`src/rtl/tna_pkg.sv`:
```
`default_nettype none
package tna_pkg;
  localparam int EdgeW  = 17;
  localparam int CrossW = 35;
  localparam int MagW   = 34;
  localparam int SumW   = 70;
  localparam int LenW   = 35;
  localparam int NormW  = 16;
  localparam int AreaW  = 36;
  localparam int QNumW  = MagW + 14;
  localparam int QOne   = 16384;
endpackage
`default_nettype wire

```
`src/rtl/tna_isqrt_stage.sv`:
```
`default_nettype none
// One restoring square-root step: decides one result bit per stage.
module tna_isqrt_stage #(
  parameter int BIT = 0
) (
  input  wire logic [tna_pkg::SumW-1:0] rem_i,
  input  wire logic [tna_pkg::LenW-1:0] root_i,
  output logic      [tna_pkg::SumW-1:0] rem_o,
  output logic      [tna_pkg::LenW-1:0] root_o
);
  import tna_pkg::*;
  logic [SumW+1:0] trial;
  // Compare remainder against (2*root + 2^bit) << bit
  always_comb begin
    trial = ({{(SumW+2-LenW){1'b0}}, root_i} << (BIT + 1))
          + ({{(SumW+1){1'b0}}, 1'b1} << (2 * BIT));
    if ({2'b00, rem_i} >= trial) begin
      rem_o  = rem_i - trial[SumW-1:0];
      root_o = root_i | (LenW'(1) << BIT);
    end else begin
      rem_o  = rem_i;
      root_o = root_i;
    end
  end
endmodule
`default_nettype wire

```
`config.mk`:
```
export PLATFORM = sky130hd
export DESIGN_NAME = tna_isqrt_stage
export DESIGN_NICKNAME = d
export VERILOG_FILES = /design/src/rtl/tna_pkg.sv /design/src/rtl/tna_isqrt_stage.sv
export SDC_FILE = /design/constraint.sdc
export NUM_CORES = 1
export LEC_CHECK = 0
export BUFFER_PORTS_ARGS = -buffer_cell sky130_fd_sc_hd__buf_4
export CAP_MARGIN = 0
export CORE_MARGIN = 2
export CORE_UTILIZATION = 43
export DETAILED_ROUTE_END_ITERATION = 10
export PLACE_DENSITY = 0.79
export SETUP_SLACK_MARGIN = 0.02
export SYNTH_ARGS = -nofsm -noshare
export SYNTH_HDL_FRONTEND = slang
export SYNTH_SLANG_ARGS = --single-unit
export TNS_END_PERCENT = 100
```
`constraint.sdc`:
```
create_clock -name vclk -period 3.4
set_clock_uncertainty 0.2 [all_clocks]
set_input_delay 0.34 -clock vclk [all_inputs]
set_output_delay 0.34 -clock vclk [all_outputs]
set_load 0.1 [all_outputs]
```
==> summary.md, run 1 <==
| Metric | Value |
|---|---|
| Post-synth top area share | `0.115` |
| Cell count after placement | `1,068` |
| Warnings from Yosys | `0` |
| Mapped Cells | `about 620` |
| Top cells by count, synth | `nor2_1, nand2_1, a21oi_1` |
| Largest area contributor in the netlist | `ha_1` |
| Count leader, synth | `nor2_1` |
| IO Port Bufs | `210` |
| Die X | `99.3 um` |
| Distinct cells, synth | `60` |
| Status | `stopped before the end` |
| Register area share after synthesis | `0` |
| Last stage the flow got to | `clock tree synthesis (4_1_cts)` |
| Die H | `99.3 um` |
| Pre-CTS setup slack | `-0.634 ns` |
| Post-synthesis net count | `761` |
| Post_cts resized | `371` |
| CTS Hold Buffers Added | `0` |
| Initial core utilization | `0.446` |
| Io pins | `210` |
| Synthesized area | `0.00391 sq mm` |
| Cell Rows | `34` |
| Stop Error | `[ERROR DPL-0038] Utilization greater than 100%, impossible to legalize` |
| Mean Syn Cell Area | `6.31 sq um` |
| Setup bufs post-CTS | `27` |
| Gpl congestion | `0.958` |
| Area contributors post-synth | `ha_1, a21oi_1, xor2_1` |
| Hpwl dp | `20.3 mm` |
logic make-up after synthesis:
family                     share of synthesized area
buffers and inverters                          0.133
muxes                                        0.00513
and+or+nand+nor                                0.306
adders and majority gates                      0.120
AOI/OAI and AO/OA                              0.292
xor gates and xnor gates                       0.143
metrics by stage:
step | setup TNS (ns) | area, sq um
detailed placement | -31.99 | 8220
global placement | -16.60 | 8220
floorplan | -7.65 | 5500
==> run 2, diff against run 1 <==
CORE_UTILIZATION = 35   (was 43)
PLACE_DENSITY = not set   (was 0.79)
PLACE_DENSITY_LB_ADDON = 0.15   (was not set)
SETUP_SLACK_MARGIN = not set   (was 0.02)
clock period = 4.4 ns   (was 3.4 ns; I/O delays follow)
==> summary.md, run 2 <==
| Metric | Value |
|---|---|
| Status | `completed` |
| Post-synth top area share | `0.115 (unchanged)` |
| Post-synthesis net count | `761 (unchanged)` |
| Routed vias/inst | `5.32` |
| Internal | `between 400 and 500 uW` |
| Fin Setup TNS | `0 ns` |
| Io pins | `210 (unchanged)` |
| Net count, final | `between 900 and 1,000` |
| Vias in the first global route | `4,711` |
| Worst Setup EP | `rem_o[67]` |
| Net switching power | `1170 uW` |
| Total grt overflow | `0` |
| Antenna violations before repair | `0` |
| Sequential Area | `0 sq um` |
| Detailed-route DRC error count | `0` |
| Seq_cells | `0` |
| Largest area contributor in the netlist | `ha_1` |
| Sw frac | `0.744` |
| ANT cells | `0` |
| Most frequent cells in the layout | `buf_4, nor2_1, nand2_1` |
| IO Port Bufs | `210 (unchanged)` |
| Shortest period the worst path allows | `4.20 ns` |
| Seq pwr share | `0` |
| Most common cell after layout, fill and taps aside | `buf_4` |
| Critical Path, Cell by Cell | `buf_4, ha_1, nand4_1, or3_1, a211o_1, a31oi_1, a21oi_2, a211o_2, nor4b_2, xor2_2, buf_4` |
| Die H | `110 um (+10%)` |
| Mapped Cells | `619 (unchanged)` |
| Fillcell total | `1,086` |
| Crit Path Max Fanout | `9` |
| Arrival time worst endpoint | `approximately 3.6 ns` |
| Gpl congestion | `0.860 (-10%)` |
| Largest net degree at the start of global routing | `35` |
| Final setup violation count | `0` |
| Area grow syn2layout | `50.8%` |
| Leak | `0.00278 uW` |
| Total chip power | `approximately 1600 uW` |
| Worst vdd ir | `201 uV` |
| Fmax | `~240 MHz` |
| CP max stage cell | `a211o_2` |
| Pre-antenna DRT Iters | `5` |
| CP dominant cell by count | `buf_4` |
| Slew @ Worst Pin | `0.501 ns` |
| Initial core utilization | `0.359 (-0.0870)` |
| Period utilization | `0.954` |
| Slew Limit Fails | `0` |
| Layout cell share with drive strength beyond 1 | `0.378` |
| Hpwl dp | `12.5 mm (-38%)` |
| Clock buffers | `0` |
| Count leader, synth | `nor2_1` |
| Top cells by count, synth | `nor2_1, nand2_1, a21oi_1` |
| Clk network pwr share | `0` |
| Core footprint | `0.0109 sq mm` |
| Worst slew margin | `0.665` |
| Cell Rows | `38 (+12%)` |
| Critical path type | `in2out` |
| GRT Util Overall | `0.233` |
| Synthesized area | `0.00391 sq mm (unchanged)` |
| Drt first-iter violations | `roughly 280` |
| Antenna viol nets, final | `0` |
| Die X | `110 um (+10%)` |
| PD cells | `266 mW/mm^2` |
| First-pass GRT wire length | `23.1 mm` |
| Final Hold Fails | `0` |
| Min-Delay Path Class | `in2out` |
| Crit path largest cell delay | `~0.46 ns` |
| Startpoint types | `input pin` |
| Worst path required time | `3.76 ns` |
| Worst setup EP type | `output pin` |
| Warnings from Yosys | `0 (unchanged)` |
| Hold Crit Start | `root_i[27]` |
| Area contributors post-synth | `ha_1, a21oi_1, xor2_1` |
| Combinational power share | `1.000` |
| Max-cap violation count | `0` |
| Die area | `roughly 0.012 sq mm` |
| Register area share after synthesis | `0 (unchanged)` |
| Multi-input combinational cell area | `roughly 0.0037 sq mm` |
| Wire length per cell | `between 15 and 20 um` |
| Critical path origin | `rem_i[15]` |
| Mean Syn Cell Area | `6.31 sq um (unchanged)` |
| Vias | `4,967` |
| Hold Worst Slack | `1.01 ns` |
| Total Wirelength | `14.4 mm` |
| Distinct cells, synth | `60 (unchanged)` |
| RSZ-0062 raised after global routing | `no` |
-- run 2: layout make-up --
type / instances / share of cell area
tap: 140 / 0.0297
inverter: 41 / 0.0261
multi-input combinational: 517 / 0.636
timing repair buffer: 236 / 0.308
-- run 2: worst min path at each step --
stage	endpoint	slack, ns	cells past startpoint
2_1_floorplan	rem_o[66]	0.89	1
3_3_place_gp	root_o[7]	1.01	2
3_5_place_dp	root_o[11]	1.01	2
4_1_cts	root_o[29]	1.02	2
5_1_grt	root_o[33]	1.02	2
6_report	root_o[27]	1.01	2
-- run 2: kinds of logic after synthesis --
logic type               Yosys count  synth area share
AND/OR/NAND/NOR                  236             0.306
buffers and inverters            102             0.133
multiplexers                       2           0.00513
AO/OA/AOI/OAI                    178             0.292
adder cells (fa/ha/maj)           37             0.120
XOR/XNOR                          64             0.143
-- run 2: per-layer routing --
| layer | vias up | part of all wire | track usage |
|---|---|---|---|
| li1 | 2536 | - | - |
| met1 | 2236 | 0.47 | 0.344 |
| met2 | 181 | 0.46 | 0.381 |
| met3 | 14 | 0.056 | 0.0101 |
| met4 | 0 | 0.014 | 0.0353 |
| met5 | - | 0 | 0 |
-- run 2: per-stage QoR --
step | instances | instance area, sq um | setup slack, ns | util
after floorplan | 619 | 4240 | -0.441 | -
after global placement | 933 | 5840 | 0.103 | 0.537
after detailed placement | 933 | 5840 | 0.111 | 0.537
after CTS | 933 | 5840 | 0.105 | 0.537
after global routing | 934 | 5890 | 0.00477 | 0.541
final | 934 | 5890 | 0.204 | 0.541
-- run 2: what timing repair did --
item | 4_1_cts | 5_1_grt
endpoints found under the setup margin | 0 | 20
gates resized for setup | 0 | 10
buffers inserted | 0 | 1
hold buffers | 0 | 0
-- run 2: worst max-delay path: cells and delay by family --
kind                       cells  cell delay, ns
buffers and inverters          2            0.42
xor gates and xnor gates       1            0.17
AOI/OAI and AO/OA              4            1.21
and+or+nand+nor                3            0.88
adders and majority gates      1            0.43
-- run 2: power groups by stage --
stage / combinational (uW) / sequential, uW / clock (uW)
finish: 1570 / 0 / 0
global route: 1650 / 0 / 0
CTS: 1570 / 0 / 0
detailed placement: 1560 / 0 / 0
global placement: 1560 / 0 / 0
floorplan: 1210 / 0 / 0
Note: power is estimated with default switching activity, not from simulation.
==> run 3, diff against run 2 <==
REMOVE_ABC_BUFFERS = 1   (was not set)
==> summary.md, run 3 (synthesis gave the netlist of run 2 again) <==
| Metric | Value |
|---|---|
| Leak | `0.00267 uW (-4.2%)` |
| Status | `completed` |
| Setup bufs post-CTS | `0 (unchanged)` |
| Crit Path Max Fanout | `6 (-3)` |
| Arrival time worst endpoint | `3.53 ns (-0.03 ns)` |
| Shortest period the worst path allows | `4.17 ns (-0.0290 ns)` |
| IO Port Bufs | `210 (unchanged)` |
| Antenna violations before repair | `0 (unchanged)` |
| Max-cap violation count | `0 (unchanged)` |
| Final setup violation count | `0 (unchanged)` |
| Detailed-route DRC error count | `0 (unchanged)` |
| Die X | `110 um (unchanged)` |
| Critical path type | `in2out` |
| Startpoint types | `input pin` |
| Die H | `110 um (unchanged)` |
| Post_cts resized | `0 (unchanged)` |
| Total Wirelength | `14.2 mm (-1.2%)` |
| Hpwl dp | `12.5 mm (-0.49%)` |
| ANT cells | `0 (unchanged)` |
| GRT Util Overall | `0.223 (-0.0102)` |
| Clock buffers | `0 (unchanged)` |
| Worst path required time | `3.76 ns (about the same)` |
| Total grt overflow | `0 (unchanged)` |
| Largest net degree at the start of global routing | `28 (-20%)` |
| Min-Delay Path Class | `in2out` |
| Area grow syn2layout | `42.9%` |
| Fillcell total | `1,165 (+7.3%)` |
| Worst setup EP type | `output pin` |
| Cell Rows | `38 (unchanged)` |
| Period utilization | `0.947 (-0.00659)` |
| First-pass GRT wire length | `22.2 mm (-3.9%)` |
| Cell count after placement | `942 (+0.96%)` |
| Worst Hold Path EP | `root_o[29]` |
| Net count, final | `946 (+0.85%)` |
| PD cells | `276 mW/mm^2 (+3.7%)` |
| Worst vdd ir | `211 uV (+4.7%)` |
| Fmax | `240 MHz (+0.70%)` |
| RSZ-0062 raised after global routing | `no` |
| Worst slew margin | `0.626 (-0.0390)` |
| Hold Worst Slack | `1.01 ns (+0.000180 ns)` |
| Most common cell after layout, fill and taps aside | `buf_4` |
| Vias in the first global route | `4,800 (+1.9%)` |
| Die area | `0.0120 sq mm (unchanged)` |
| Wire length per cell | `15.1 um (-2.0%)` |
| Vias | `5,018 (+1.0%)` |
| Gpl congestion | `0.882 (+2.6%)` |
| Hold-critical path depth | `2 (unchanged)` |
| Fin cells | `942 (+0.86%)` |
| Core footprint | `0.0109 sq mm (unchanged)` |
| Total chip power | `1540 uW (-1.7%)` |
| Most frequent cells in the layout | `buf_4, nor2_1, nand2_1` |
| Layout cell share with drive strength beyond 1 | `0.324 (-0.0536)` |
| Slew @ Worst Pin | `0.559 ns (+0.0579 ns)` |
| Sequential Area | `0 sq um (unchanged)` |
| CTS Hold Buffers Added | `0 (unchanged)` |
| Antenna viol nets, final | `0 (unchanged)` |
| Critical path origin | `rem_i[4]` |
| Routed vias/inst | `5.33 (+0.17%)` |
| Final Util | `0.513 (-0.0283)` |
| Io pins | `210 (unchanged)` |
| Hold Crit Start | `root_i[29]` |
| Initial core utilization | `0.359 (unchanged)` |
| Slew Limit Fails | `0 (unchanged)` |
| Drt first-iter violations | `230 (-17%)` |
| Final Hold Fails | `0 (unchanged)` |
| Pre-antenna DRT Iters | `5 (unchanged)` |
| Seq_cells | `0 (unchanged)` |
run 3: cell types whose count changed in the layout (fill, tap and decap cells not counted), sizes merged:
cell  before  now
buf      236  244
run 3: how the worst max path moves through the flow:
| stage | cells past startpoint | slack (ns) | endpoint |
|---|---|---|---|
| floorplan | 9 | -0.98 | rem_o[11] |
| global placement | 12 | 0.21 | rem_o[66] |
| detailed placement | 14 | 0.18 | rem_o[35] |
| CTS | 14 | 0.16 | rem_o[35] |
| global route | 14 | 0.03 | rem_o[35] |
| finish | 14 | 0.23 | rem_o[45] |
run 3: final cells by class:
cell class / count / area (sq um) / share of cell area
Multi-Input combinational cell: 517 / 3410 / 0.611
Timing Repair Buffer: 244 / 1840 / 0.330
Tap cell: 140 / 175 / 0.0314
Inverter: 41 / 154 / 0.0276
run 3: metrics by stage:
step	setup slack (ns)	setup TNS [ns]	instance area, sq um
floorplan	-0.978	-41.83	3540
CTS	0.161	0	5570
global route	0.0340	0	5580
finish	0.233	0	5580
detailed placement	0.175	0	5570
global placement	0.210	0	5570
run 3: critical path, cell delays in order:
cell	delay (ns)
buf_4	0.11
ha_1	0.36
and3_1	0.20
a221oi_1	0.07
buf_4	0.16
a211o_1	0.34
a31oi_1	0.37
a21oi_2	0.17
buf_4	0.17
a211oi_2	0.21
buf_4	0.17
nor4b_2	0.26
xor2_1	0.18
buf_4	0.31
run 3: routing by layer:
metal  routed length, um  vias to the layer above  global-route usage
li1                    -                     2559                   -
met1                6190                     2276               0.287
met2                7110                      175               0.418
met3                 828                        8              0.0178
met4                  80                        0              0.0163
met5                   0                        -                   0
run 3: where the power goes:
group	switching, uW	internal, uW
Combinational	1150	391
Clock	0	0
Sequential	0	0
Total	1150	391
==> run 4, diff against run 3 <==
CORE_UTILIZATION = 48   (was 35)
PLACE_DENSITY = 0.82   (was not set)
PLACE_DENSITY_LB_ADDON = not set   (was 0.15)
==> summary.md, run 4 (synthesis gave the netlist of run 2 again) <==
| Metric | Value |
|---|---|
| Status | `completed` |
| Initial core utilization | `0.500 (+0.142)` |
| Gpl congestion | `0.938 (+6.4%)` |
| Pre-CTS setup slack | `0.182 ns (+0.00610 ns)` |
| CP max stage cell | `a211o_1` |
| Layout cell share with drive strength beyond 1 | `0.313 (-0.0111)` |
| Period utilization | `0.967 (+0.0196)` |
| Die H | `94.2 um (-14%)` |
| Critical path origin | `rem_i[15]` |
| Most common cell after layout, fill and taps aside | `buf_4` |
| Wire length per cell | `16.1 um (+6.7%)` |
| GRT Util Overall | `0.304 (+0.0811)` |
| Io pins | `210 (unchanged)` |
| Final setup violation count | `0 (unchanged)` |
| Sequential Area | `0 sq um (unchanged)` |
| Crit Path Max Fanout | `9 (+3)` |
| Leak | `0.00262 uW (-1.8%)` |
| Shortest period the worst path allows | `4.25 ns (+0.0862 ns)` |
| Critical Path, Cell by Cell | `buf_4, ha_1, nand4_1, or3_1, a211o_1, a31oi_1, a21oi_2, a211o_1, or3_1, a22o_1, buf_4` |
| Drt first-iter violations | `332 (+44%)` |
| ANT cells | `0 (unchanged)` |
| Fmax | `235 MHz (-2.0%)` |
| Min-Delay Path Class | `in2out` |
| PD cells | `282 mW/mm^2 (+2.3%)` |
| Setup bufs post-CTS | `0 (unchanged)` |
| Post_cts resized | `0 (unchanged)` |
| Slew @ Worst Pin | `0.608 ns (+0.0494 ns)` |
| Hold Crit Start | `root_i[29]` |
| Final worst setup slack | `0.147 ns (-0.0862 ns)` |
| IO Port Bufs | `210 (unchanged)` |
| Largest net degree at the start of global routing | `28 (unchanged)` |
| Antenna violations before repair | `0 (unchanged)` |
| Clk network pwr share | `0 (unchanged)` |
| Total grt overflow | `0 (unchanged)` |
| First-pass GRT wire length | `22.2 mm (+0.16%)` |
| Worst vdd ir | `250 uV (+19%)` |
| RSZ-0062 raised after global routing | `no` |
| Die X | `94.2 um (-14%)` |
| Worst slew margin | `0.593 (-0.0331)` |
| Slew Limit Fails | `0 (unchanged)` |
| Final Hold Fails | `0 (unchanged)` |
| Seq_cells | `0 (unchanged)` |
| Net switching power | `1160 uW (+0.42%)` |
| Combinational power share | `1.000 (about the same)` |
| Pre-antenna DRT Iters | `5 (unchanged)` |
| Seq pwr share | `0 (unchanged)` |
| Startpoint types | `input pin` |
| Vias in the first global route | `4,836 (+0.75%)` |
| Fillcell total | `708 (-39%)` |
| Hpwl dp | `12.4 mm (-0.55%)` |
| Area grow syn2layout | `39.7%` |
| Fin Setup TNS | `0 ns (unchanged)` |
| M2 GR Usage | `0.553 (+0.135)` |
| Met1 Usage GRT | `0.397 (+0.110)` |
| Worst path required time | `3.76 ns (about the same)` |
| CTS Hold Buffers Added | `0 (unchanged)` |
| Total Wirelength | `14.4 mm (+1.3%)` |
| Routed vias/inst | `5.78 (+8.5%)` |
| Detailed-route DRC error count | `0 (unchanged)` |
| Antenna viol nets, final | `0 (unchanged)` |
| Sw frac | `0.750 (+0.00371)` |
| Internal | `385 uW (-1.5%)` |
| Arrival time worst endpoint | `3.61 ns (+0.08 ns)` |
| Die area | `0.00888 sq mm (-26%)` |
| Max-cap violation count | `0 (unchanged)` |
| Core footprint | `0.00781 sq mm (-28%)` |
| Critical path type | `in2out` |
| Crit path largest cell delay | `0.47 ns (+0.10 ns)` |
| Vias | `5,169 (+3.0%)` |
| Net count, final | `936 (-1.1%)` |
| Met3 Usage GRT | `0.0152 (-0.00253)` |
| Worst setup EP type | `output pin` |
| Cell Rows | `32 (-16%)` |
| Clock buffers | `0 (unchanged)` |
| GR peak layer | `met2` |
| Most frequent cells in the layout | `buf_4, nor2_1, nand2_1` |
==> run 4: cell types whose count changed in the layout (fill, tap and decap cells not counted), sizes merged <==
cell / before / now
buf: 244 / 234
==> run 4: power by group through the flow <==
stage	logic, uW	registers (uW)	clock network (uW)
floorplan	1030	0	0
global placement	1520	0	0
detailed placement	1530	0	0
CTS	1530	0	0
global route	1600	0	0
finish	1540	0	0
==> run 4: per-stage QoR <==
stage | std cells | hold WS [ns] | instance area (sq um) | power, uW | util
floorplan | 558 | 0.680 | 3540 | 1030 | -
global placement | 894 | 1.01 | 5440 | 1520 | 0.697
detailed placement | 894 | 1.01 | 5440 | 1530 | 0.697
CTS | 894 | 1.01 | 5440 | 1530 | 0.697
global route | 894 | 1.02 | 5460 | 1600 | 0.699
finish | 894 | 1.01 | 5460 | 1540 | 0.699
==> run 4: final timing paths <==
kind | endpoint | cells past startpoint
hold / removal | root_o[29] | 2
setup / recovery | rem_o[57] | 11
==> run 4: worst max-delay path, delay by kind of cell <==
kind                       cells  cell delay [ns]
and+or+nand+nor                3             0.96
AOI/OAI and AO/OA              5             1.45
buffers and inverters          2             0.35
adders and majority gates      1             0.41
==> run 4: final cells by class <==
class | instances | area (sq um) | share of cell area
tap | 102 | 128 | 0.0234
timing repair buffer | 234 | 1770 | 0.324
inverter | 41 | 154 | 0.0282
multi-input combinational | 517 | 3400 | 0.624
==> run 4: per-layer routing <==
layer,wire [um],share of wire
met1,6070,0.42
met5,0,0
met4,234,0.016
met3,970,0.067
met2,7110,0.49
